**src/design/newton_square_root_defines.svh**
```systemverilog
// Assertion macros for the newton_square_root design files; nsr_ctrl includes them.
// Depends on nothing; every user supplies clk_i and rst_ni in its own scope.
`ifndef NEWTON_SQUARE_ROOT_DEFINES_SVH
`define NEWTON_SQUARE_ROOT_DEFINES_SVH

// Check a condition at every clock edge outside reset.
`define NSR_ASSERT_ALWAYS(lbl, cond, msg) \
  lbl: assert property (@(posedge clk_i) disable iff (!rst_ni) (cond)) else $error(msg);

// Check that a consequent follows an antecedent in the same cycle.
`define NSR_ASSERT_SAME(lbl, ante, cons, msg) \
  lbl: assert property (@(posedge clk_i) disable iff (!rst_ni) (ante) |-> (cons)) \
    else $error(msg);

// Check that a consequent holds in the cycle after an antecedent.
`define NSR_ASSERT_NEXT(lbl, ante, cons, msg) \
  lbl: assert property (@(posedge clk_i) disable iff (!rst_ni) (ante) |=> (cons)) \
    else $error(msg);

`endif

```
**src/design/nsr_pkg.sv**
```systemverilog
// Shared types and constants for the Newton-Raphson square root block.
// Used by nsr_ctrl, nsr_datapath and newton_square_root.
package nsr_pkg;

  localparam int FracBitsDefault  = 12;
  localparam int InputBitsDefault = 8;

  localparam int RootW = 16;
  localparam logic [RootW-1:0] RootMax = 16'hFFFF;

  localparam int IterW = 4;
  localparam logic [IterW-1:0] IterReset = 4'd10;

  // Commands from the controller to the datapath.
  typedef struct packed {
    logic load;      // capture input item and start guess
    logic div_init;  // clear remainder, load dividend
    logic div_step;  // one restoring division bit
    logic update;    // y = (y + q) / 2
    logic out_load;  // move final guess into output register
  } nsr_cmd_t;

  // Status from the datapath to the controller.
  typedef struct packed {
    logic y_zero;
  } nsr_status_t;

endpackage

```
**src/design/nsr_datapath.sv**
```systemverilog
// Datapath of the square root block: guess register, bit-serial restoring
// divider, averaging update and output register. Depends on nsr_pkg.
module nsr_datapath
  import nsr_pkg::*;
#(
  parameter int FRAC_BITS  = FracBitsDefault,
  parameter int INPUT_BITS = InputBitsDefault
) (
  input  logic                  clk_i,
  input  logic [INPUT_BITS-1:0] value_i,
  input  logic                  last_item_i,
  input  nsr_cmd_t              cmd_i,
  output nsr_status_t           status_o,
  output logic [RootW-1:0]      root_o,
  output logic                  last_result_o
);

  localparam int GuessW = INPUT_BITS + FRAC_BITS;
  localparam int DivW   = INPUT_BITS + 2 * FRAC_BITS;
  localparam int ExtW   = (GuessW > RootW) ? GuessW : RootW;
  localparam logic [GuessW-1:0] GuessMax = {GuessW{1'b1}};

  logic [INPUT_BITS-1:0] x_q;
  logic                  last_q;
  logic [GuessW-1:0]     y_q, y_d;
  logic [GuessW-1:0]     rem_q, rem_d;
  logic [DivW-1:0]       div_q, div_d;
  logic [RootW-1:0]      root_q, root_d;
  logic                  out_last_q;

  logic [GuessW:0]       shifted;
  logic [GuessW:0]       diff;
  logic                  q_bit;
  logic [GuessW-1:0]     q_sat;
  logic [GuessW:0]       sum;
  logic [ExtW-1:0]       y_ext;

  always_comb begin
    // One restoring division step: bring down the next dividend bit.
    shifted = {rem_q, div_q[DivW-1]};
    diff    = shifted - {1'b0, y_q};
    q_bit   = (shifted >= {1'b0, y_q});

    // Clamp the quotient to the guess width.
    q_sat = (|div_q[DivW-1:GuessW]) ? GuessMax : div_q[GuessW-1:0];
    sum   = {1'b0, y_q} + {1'b0, q_sat};

    y_ext  = ExtW'(y_q);
    root_d = (y_ext > ExtW'(RootMax)) ? RootMax : y_ext[RootW-1:0];

    y_d   = y_q;
    rem_d = rem_q;
    div_d = div_q;
    if (cmd_i.load) begin
      y_d = GuessW'(value_i) << (FRAC_BITS - 1);
    end else if (cmd_i.update) begin
      y_d = sum[GuessW:1];
    end
    if (cmd_i.div_init) begin
      rem_d = '0;
      div_d = {x_q, {(2 * FRAC_BITS){1'b0}}};
    end else if (cmd_i.div_step) begin
      rem_d = q_bit ? diff[GuessW-1:0] : shifted[GuessW-1:0];
      div_d = {div_q[DivW-2:0], q_bit};
    end
  end

  always_ff @(posedge clk_i) begin
    if (cmd_i.load) begin
      x_q    <= value_i;
      last_q <= last_item_i;
    end
    if (cmd_i.out_load) begin
      root_q     <= root_d;
      out_last_q <= last_q;
    end
    y_q   <= y_d;
    rem_q <= rem_d;
    div_q <= div_d;
  end

  assign status_o.y_zero = (y_q == '0);
  assign root_o          = root_q;
  assign last_result_o   = out_last_q;

endmodule

```
**src/design/nsr_ctrl.sv**
```systemverilog
// Controller of the square root block: input/output handshakes, iteration
// register and step sequencing. Depends on nsr_pkg and the defines header.
`include "newton_square_root_defines.svh"

module nsr_ctrl
  import nsr_pkg::*;
#(
  parameter int DIV_BITS = InputBitsDefault + 2 * FracBitsDefault
) (
  input  logic             clk_i,
  input  logic             rst_ni,
  input  logic             in_valid_i,
  output logic             in_ready_o,
  output logic             out_valid_o,
  input  logic             out_ready_i,
  input  logic             cfg_valid_i,
  output logic             cfg_ready_o,
  input  logic [IterW-1:0] cfg_data_i,
  input  nsr_status_t      status_i,
  output nsr_cmd_t         cmd_o
);

  localparam int CntW = $clog2(DIV_BITS);

  typedef enum logic [2:0] {
    S_IDLE,
    S_CHECK,
    S_DIV,
    S_UPDATE,
    S_FINISH
  } state_e;

  state_e            state_q;
  logic [IterW-1:0]  iter_cfg_q;
  logic [IterW-1:0]  iter_left_q;
  logic [CntW-1:0]   bit_cnt_q;
  logic              out_valid_q;
  logic              div_last;
  logic              in_accept;

  always_comb begin
    cmd_o = '0;
    case (state_q)
      S_IDLE:   cmd_o.load     = in_valid_i;
      S_CHECK:  cmd_o.div_init = (iter_left_q != '0) && !status_i.y_zero;
      S_DIV:    cmd_o.div_step = 1'b1;
      S_UPDATE: cmd_o.update   = 1'b1;
      S_FINISH: cmd_o.out_load = !out_valid_q || out_ready_i;
      default:  cmd_o = '0;
    endcase
  end

  always_ff @(posedge clk_i or negedge rst_ni) begin
    if (!rst_ni) begin
      state_q     <= S_IDLE;
      iter_cfg_q  <= IterReset;
      iter_left_q <= '0;
      bit_cnt_q   <= '0;
      out_valid_q <= 1'b0;
    end else begin
      if (cfg_valid_i) begin
        iter_cfg_q <= cfg_data_i;
      end
      // Drop the result once taken; a new one may replace it in the same cycle.
      if (cmd_o.out_load) begin
        out_valid_q <= 1'b1;
      end else if (out_ready_i) begin
        out_valid_q <= 1'b0;
      end
      case (state_q)
        S_IDLE: begin
          if (in_valid_i) begin
            iter_left_q <= iter_cfg_q;
            state_q     <= S_CHECK;
          end
        end
        S_CHECK: begin
          if (cmd_o.div_init) begin
            bit_cnt_q <= CntW'(DIV_BITS - 1);
            state_q   <= S_DIV;
          end else begin
            state_q <= S_FINISH;
          end
        end
        S_DIV: begin
          if (bit_cnt_q == '0) begin
            state_q <= S_UPDATE;
          end else begin
            bit_cnt_q <= bit_cnt_q - 1'b1;
          end
        end
        S_UPDATE: begin
          iter_left_q <= iter_left_q - 1'b1;
          state_q     <= S_CHECK;
        end
        S_FINISH: begin
          if (cmd_o.out_load) begin
            state_q <= S_IDLE;
          end
        end
        default: state_q <= S_IDLE;
      endcase
    end
  end

  assign in_ready_o  = (state_q == S_IDLE);
  assign out_valid_o = out_valid_q;
  assign cfg_ready_o = 1'b1;

  assign div_last  = (state_q == S_DIV) && (bit_cnt_q == '0);
  assign in_accept = in_valid_i && in_ready_o;

  `NSR_ASSERT_SAME(a_no_overwrite, cmd_o.out_load, !out_valid_q || out_ready_i, "result lost")
  `NSR_ASSERT_NEXT(a_div_to_update, div_last, state_q == S_UPDATE, "division did not end")
  `NSR_ASSERT_SAME(a_update_has_step, state_q == S_UPDATE, iter_left_q != '0, "no step left")
  `NSR_ASSERT_NEXT(a_accept_to_check, in_accept, state_q == S_CHECK, "item did not start")

endmodule

```
**src/design/newton_square_root.sv**
```systemverilog
// Newton-Raphson square root of an unsigned integer, result in fixed point.
// Top level; depends on nsr_pkg, nsr_ctrl and nsr_datapath.
//
// Usage:
// - Input channel (in_valid_i / in_ready_o): one item is value_i plus a
//   last_item_i flag. One item is worked on at a time; in_ready_o is high
//   while the sequencer is idle.
// - Output channel (out_valid_o / out_ready_i): one result per item, root_o
//   in unsigned fixed point with FRAC_BITS fraction bits, clamped to 16 bits,
//   and last_result_o copied from the item.
// - Config channel (cfg_valid_i / cfg_ready_o): writes the step count, always
//   ready; write it only while no item is in flight.
// Timing: each configured step runs a division over D = INPUT_BITS +
//   2*FRAC_BITS dividend bits, then an update; a new item is taken only after
//   the result of the last one is loaded into the output register. The
//   bit-serial restoring divider makes one quotient bit a cycle; a zero input skips all steps.
// Stall: the result sits in an output register, so the next item is accepted
//   and computed while it waits; only the hand-off of the next finished result
//   waits for out_ready_i.
// Reset: rst_ni clears the sequencer and output valid and sets the step
//   count to 10.
module newton_square_root
  import nsr_pkg::*;
#(
  parameter int FRAC_BITS  = FracBitsDefault,
  parameter int INPUT_BITS = InputBitsDefault
) (
  input  logic                  clk_i,
  input  logic                  rst_ni,
  input  logic                  in_valid_i,
  output logic                  in_ready_o,
  input  logic [INPUT_BITS-1:0] value_i,
  input  logic                  last_item_i,
  output logic                  out_valid_o,
  input  logic                  out_ready_i,
  output logic [RootW-1:0]      root_o,
  output logic                  last_result_o,
  input  logic                  cfg_valid_i,
  output logic                  cfg_ready_o,
  input  logic [IterW-1:0]      cfg_data_i
);

  // Dividend width: value shifted left by twice the fraction bits.
  localparam int DivBits = INPUT_BITS + 2 * FRAC_BITS;

  nsr_cmd_t    cmd;
  nsr_status_t status;

  nsr_ctrl #(
    .DIV_BITS(DivBits)
  ) u_ctrl (
    .clk_i       (clk_i),
    .rst_ni      (rst_ni),
    .in_valid_i  (in_valid_i),
    .in_ready_o  (in_ready_o),
    .out_valid_o (out_valid_o),
    .out_ready_i (out_ready_i),
    .cfg_valid_i (cfg_valid_i),
    .cfg_ready_o (cfg_ready_o),
    .cfg_data_i  (cfg_data_i),
    .status_i    (status),
    .cmd_o       (cmd)
  );

  // Guess, divider and output registers.
  nsr_datapath #(
    .FRAC_BITS (FRAC_BITS),
    .INPUT_BITS(INPUT_BITS)
  ) u_datapath (
    .clk_i        (clk_i),
    .value_i      (value_i),
    .last_item_i  (last_item_i),
    .cmd_i        (cmd),
    .status_o     (status),
    .root_o       (root_o),
    .last_result_o(last_result_o)
  );

endmodule
```
**config.mk**
```make
export PLATFORM = sky130hd
export DESIGN_NAME = newton_square_root
export DESIGN_NICKNAME = d
export VERILOG_FILES = /design/src/design/nsr_pkg.sv /design/src/design/nsr_datapath.sv /design/src/design/nsr_ctrl.sv /design/src/design/newton_square_root.sv
export VERILOG_INCLUDE_DIRS = /design/src /design/src/design
export SDC_FILE = /design/constraint.sdc
export NUM_CORES = 1
export LEC_CHECK = 0
export ABC_AREA = 1
export BUFFER_PORTS_ARGS = -buffer_cell sky130_fd_sc_hd__buf_2
export CORE_ASPECT_RATIO = 0.6
export CORE_MARGIN = 1.5
export CORE_UTILIZATION = 53
export DETAILED_ROUTE_END_ITERATION = 8
export GPL_ROUTABILITY_DRIVEN = 0
export GPL_TIMING_DRIVEN = 0
export PLACE_DENSITY_LB_ADDON = 0.25
export SLEW_MARGIN = 20
export SYNTH_ARGS = -nofsm -noshare
export SYNTH_HDL_FRONTEND = slang
export SYNTH_SLANG_ARGS = --single-unit
```
**constraint.sdc**
```tcl
create_clock -name clk_i -period 3.49 [get_ports clk_i]
set_input_delay 0.698 -clock clk_i [delete_from_list [all_inputs] [get_ports clk_i]]
set_output_delay 0.698 -clock clk_i [all_outputs]
set_load 0.05 [all_outputs]
```
# --- Yosys cells after proc, flatten, opt, wreduce, memory -nomap -nowiden ---
# Index checks and enable logic that the tools add are counted.
word_totals:
  ff_bits: 115
  latch_bits: 0
  mem_bits_rw: 0
  romBits: 0
  inputBits: 18
  word_cells: 69
  memories: 0
classes:
  n_addsub: 4
  mul: 0
  n_div: 0
  order_cmp: 2
  eq_ne: 9
  shifts: 0
  n_mux: 23
  n_bitwise: 0
  n_reduce_logical: 17
op_table:
  columns: ["operator", "n"]
  rows:
  - ["32-bit 2-to-1 mux", 2]
  - ["20-bit 2-to-1 mux", 2]
  - ["19-bit 2-to-1 mux", 2]
  - ["20-bit by 20-bit adder with 21-bit output", 1]
  - ["21-bit by 20-bit >= comparator with 1-bit output", 1]
  - ["20-bit by 16-bit > comparator with 1-bit output, second input constant", 1]
  - ["20-bit zero test", 1]
  - ["20-bit subtractor", 1]
  - ["3-bit one-hot mux with 5 select lines", 1]
  - ["3-bit 2-to-1 mux", 4]
  - ["12-bit OR reduction", 1]
  - ["5-bit 2-to-1 mux", 2]
  - ["5-bit one-hot mux with 2 select lines", 1]
  - ["2-bit nonzero test", 5]
  - ["2-bit != test, second input constant", 4]
  - ["4-bit one-hot mux with 2 select lines", 1]
  - ["1-bit 2-to-1 mux", 7]
  - ["3-bit by 2-bit equality test with 1-bit output, second input constant", 2]
  - ["3-bit AND reduction", 2]
  - ["5-bit zero test", 1]
  - ["5-bit by 1-bit subtractor with 5-bit output, second input constant", 1]
  - ["4-bit 2-to-1 mux", 1]
  - ["4-bit nonzero test", 1]
  - ["4-bit by 1-bit subtractor with 4-bit output, second input constant", 1]
  - ["other kinds (8)", 9]

# --- Logic depth before layout (Yosys ltp) ---
logic_depth:
  word_depth: 6
  mapped_depth: 19
  ltp_nobuf: 18

# --- By module ---
# From an unflattened synthesis, not the netlist that was laid out.
hier_totals:
  cells_unflattened: 892
  hier_area_um2: 6887.9
modules_own_cells:
  columns: ["module", "n_inst", "cells_each", "area_each_um2", "seq_area_each_um2"]
  rows:
  - ["nsr_datapath", 1, 765, 5880.6, 2382.3]
  - ["nsr_ctrl", 1, 127, 1007.2, 427.9]

# --- Least setup slack after synthesis ---
# No wires, ideal clock.
synth_path:
  path_type: "register to register"
  startpoint: "reg u_datapath.div_q[27]"
  endpoint: "reg u_datapath.y_q[16], in the netlist u_datapath.y_ext[16], data pin"
  setup_time_ps: 254
  arrival_time_ps: 2444
  required_ps: 3236
  slack_ps: 792
  path_stages_with_launch: 18
  period_less_slack_ps: 2698
  path_cell_list: "edfxtp_1 > nor2_1 > nand2_1 > nor2_1 > nand2_1 > inv_1 > clkbuf_1 > nand2_1 > ha_1 > nand2_1 > nor2_1 > nand2_1 > o21ai_0 > nand3_1 > nand2_1 > nand2_1 > nand3_1 > nand2_1"
synth_between:
  elab_chain_len: 5
synth_lines:
  columns: ["item", "line_no", "source"]
  rows:
  - ["start, declared", "nsr_datapath.sv:27", "logic [DivW-1:0] div_q, div_d;"]
  - ["start signal, assigned", "nsr_datapath.sv:79", "div_q <= div_d;"]
  - ["12-bit OR reduction", "nsr_datapath.sv:45", "q_sat = (|div_q[DivW-1:GuessW]) ? GuessMax : div_q[GuessW-1:0];"]
  - ["20-bit 2-to-1 mux", "nsr_datapath.sv:45", null]
  - ["20-bit by 20-bit adder with 21-bit output", "nsr_datapath.sv:46", "sum = {1'b0, y_q} + {1'b0, q_sat};"]
  - ["19-bit 2-to-1 mux", "nsr_datapath.sv:56", "end else if (cmd_i.update) begin"]
  - ["19-bit 2-to-1 mux", "nsr_datapath.sv:54", "if (cmd_i.load) begin"]
  - ["via u_datapath.y_d[16]", "nsr_datapath.sv:25", "logic [GuessW-1:0] y_q, y_d;"]
  - ["end signal, assigned", "nsr_datapath.sv:77", "y_q <= y_d;"]
  - ["end, declared", "nsr_datapath.sv:25", null]
# The timed path passes the listed nets, and every way through them passes these cells. The select of a mux whose other input is x is not followed.
# A chain may end at the register's enable or synchronous reset.

# --- Worst setup path after layout ---
layout_path:
  startpoint: "reg u_datapath.div_q[27]"
  endpoint: "reg u_datapath.y_q[15], in the netlist u_datapath.y_ext[15], data pin"
# The elaborated chain is that of the path after synthesis.

==> impl_metrics.sql <==
INSERT INTO impl_metrics (metric_group, metric, value, unit) VALUES
('synth', 'synth-seq-area-share', '0.387', ''),
('outcome', 'outcome', 'finished, final reports clean', ''),
('layout', 'antenna_cells_inserted', '0', ''),
('global_routing', 'grt_max_degree', '19', ''),
('synth', 'synth_edf_count', '42', ''),
('timing', 'finalMaxSlewViolations', '0', ''),
('clocking', 'post_cts.repair.setup_buffers', '0', ''),
('synth', 'syn_area', '7260', 'um^2'),
('global_routing', 'grt_pass1_vias', '5921', ''),
('floorplanning', 'initial_utilization', '0.555', ''),
('clocking', 'tritoncts_clock_tree', 'done', ''),
('drt', 'wl', '19800', 'um'),
('power', 'p_total', '9.24', 'mW'),
('power', 'irDropWorstVdd', '0.436', 'mV'),
('global_routing', 'globalRouteMet1Util', '0.444', ''),
('synth', 'postSynthRegisterBits', '115', ''),
('timing', 'rsz0062_at_grt', 'no', ''),
('floorplanning', 'floorplan.io_pins', '38', ''),
('layout', 'post_route_cells_drive_above_1_share', '0.121', ''),
('drt', 'detailedRoute.firstPassIterationCount', '5', ''),
('worst_setup_path', 'cp_data_required_time', '3.65', 'ns'),
('layout', 'nets', '1110', ''),
('global_routing', 'grt-busiest-layer', 'met1', ''),
('clocking', 'cts-htree-levels', '4', ''),
('synth', 'synthesis.nets', '1055', ''),
('drt', 'postRouteAntennaNets', '0', ''),
('worst_setup_path', 'critPathMostFrequentCell', 'nand2_1', ''),
('synth', 'synth_cell_type_count', '55', ''),
('power', 'pwr-share-comb', '0.596', ''),
('power', 'p_int', '4.51', 'mW'),
('global_routing', 'grt.total_usage', '0.292', ''),
('synth', 'synth-async-reset-ratio', '0.148', ''),
('synth', 'largest_family_of_logic_cells_by_synthesized_area', 'simple AND/OR/NAND/NOR gates', ''),
('worst_setup_path', 'worst_setup_path_start_kind', 'flop', ''),
('worst_setup_path', 'critical-path-slowest-cell', 'edfxtp_1', ''),
('worst_setup_path', 'timing.critical_path.from', 'u_datapath.div_q[27]', ''),
('layout', 'postLayoutCoreUtil', '0.626', ''),
('worst_setup_path', 'crit_path_max_incr_delay', '0.41', 'ns'),
('clocking', 'holdBufCountCts', '0', ''),
('timing', 'max_slew_margin_vs_limit', '0.279', ''),
('power', 'powerDensity', '1130', 'nW/um^2'),
('power', 'netSwitchingFraction', '0.512', ''),
('worst_setup_path', 'ff2ff_setup_slack', '0.28', 'ns'),
('power', 'switchingPower', '4.73', 'mW'),
('synth', 'synthesized_instance_count', '992', ''),
('synth', 'netlist.top_cell.by_area', 'edfxtp_1', ''),
('synth', 'synth_fa_ha_area_frac', '0.0796', ''),
('global_routing', 'wire_length_of_the_first_global_routing_pass', '31600', 'um'),
('timing', 'timing_worst_slew_pin_value', '1.08', 'ns'),
('layout', 'area_growth', '12.8', '%'),
('synth', 'synth-simple-area-share', '0.287', ''),
('placement', 'place_hpwl', '15100', 'um'),
('global_routing', 'grt_overflow_total', '0', ''),
('clocking', 'clock_edge_transition_at_the_registers_on_the_reported_setup_and_hold_paths', '0.06', 'ns'),
('hold_path', 'hold_path_class', 'input pin to async pin', ''),
('drt', 'detailroute.via_count', '6700', ''),
('global_routing', 'grt_use_met3', '0.0876', ''),
('drt', 'starting_drc_count_in_detailed_routing', '799', ''),
('global_routing', 'grt.met2_usage', '0.392', ''),
('synth', 'synth-main-ff-cell', 'dfxtp_1', ''),
('timing', 'fmax', '0.312', 'GHz'),
('synth', 'yosys-top-cells-area', 'edfxtp_1, dfxtp_1, nand2_1', ''),
('synth', 'synth.cells.most_frequent', 'nand2_1, inv_1, nor2_1', ''),
('power', 'pwr-share-clk', '0.166', ''),
('synth', 'yosys.area_share.xor_xnor', '0.0229', ''),
('clocking', 'clock-root-buffer', 'clkbuf_16', ''),
('worst_setup_path', 'list_of_cells_traversed_by_the_critical_path', 'nor2_1, nand2_1, nor2_1, nand2_1, or2_2, ha_1, a21oi_1, nand2_1, a21boi_1, o21bai_1, nand3_1, nand2_1, nor2_1, o21ai_0', ''),
('synth', 'synthesis_warnings', '0', ''),
('power', 'pwr-share-seq', '0.237', ''),
('timing', 'timing.clock.skew', '0.0110', 'ns'),
('synth', 'synth_most_common_cell', 'nand2_1', '');
-- logic make-up after synthesis --
kind of cell,Yosys count
simple gates,475
other cells,1
compound gates,150
xor+xnor,19
fa+ha+maj,45
mux,1
buf+inv,186
flops,115
-- worst paths after layout --
path / depth (start not counted) / endpoint
max: 14 / u_datapath.y_ext[15]
min: 1 / u_ctrl.out_valid_o
max reg2reg: 14 / u_datapath.y_ext[15]
min reg2reg: 0 / u_datapath.last_result_o
max in group asynchronous: 1 / u_ctrl.iter_cfg_q[1]
min in group clk_i: 0 / u_datapath.last_result_o
-- critical path, delay by kind of cell (launching register included) --
family | cells | cell delay [ns]
adders and majority gates | 1 | 0.35
DFF | 1 | 0.41
AOI/OAI and AO/OA | 4 | 0.78
and+or+nand+nor | 9 | 1.40
-- layout make-up --
type                            count  area [um^2]
Buffer                             22          135
Clock buffer                       22          454
Clock inverter                     10         62.6
Fill cell                        1171         4900
Inverter                          164          618
Multi-Input combinational cell    691         3720
Sequential cell                   115         2810
Tap cell                          170          213
Timing Repair Buffer               36          180
-- cells in the final DEF (no fill, tap or decap), drive strengths merged, types with 4 or more instances in the layout --
master	count
clkbuf	34
dfrtp	15
nand3	69
a22oi	6
o21bai	5
clkinv	9
or2	4
nor2	69
a22o	5
edfxtp	42
inv	163
nand4	13
o21ai	64
o211ai	7
xor2	17
buf	46
a21oi	50
ha	43
dfxtp	56
nor3	9
nand2	306
-- flip-flops by register name, summed over array words and instances (netlist names) --
register	count
u_ctrl.bit_cnt_q	5
u_ctrl.iter_cfg_q	4
u_ctrl.iter_left_q	4
u_ctrl.out_valid_o	1
u_ctrl.state_q	3
u_datapath.div_q	32
u_datapath.last_q	1
u_datapath.last_result_o	1
u_datapath.rem_q	20
u_datapath.root_o	16
u_datapath.x_q	8
u_datapath.y_ext	20
-- power groups by stage --
stage	combinational (mW)	clock, mW	sequential, mW
2_1_floorplan	3.93	0	2.14
3_3_place_gp	5.19	0	2.19
3_5_place_dp	5.27	0	2.20
4_1_cts	5.32	1.55	2.18
5_1_grt	6.08	1.61	2.23
6_report	5.51	1.54	2.19
-- metrics by stage --
stage          hold slack [ns]  TNS (ns)
4_1_cts                  0.204         0
3_5_place_dp             0.406    -0.126
6_report                 0.200         0
3_3_place_gp             0.407  -0.00453
5_1_grt                  0.232         0
2_1_floorplan            0.400         0
-- routing by layer --
metal	part of all wire	up-vias	wire length, um
li1	-	3312	-
met5	0.0039	-	78
met3	0.12	22	2320
met2	0.37	336	7250
met4	0.0089	2	176
met1	0.50	3028	9990
-- timing repair --
| item | CTS | global route |
|---|---|---|
| resized for setup | 1 | 11 |
| setup endpoints to repair | 2 | 11 |
| endpoints found under the hold margin | 0 | 0 |
(Power assumes the default switching activity.)
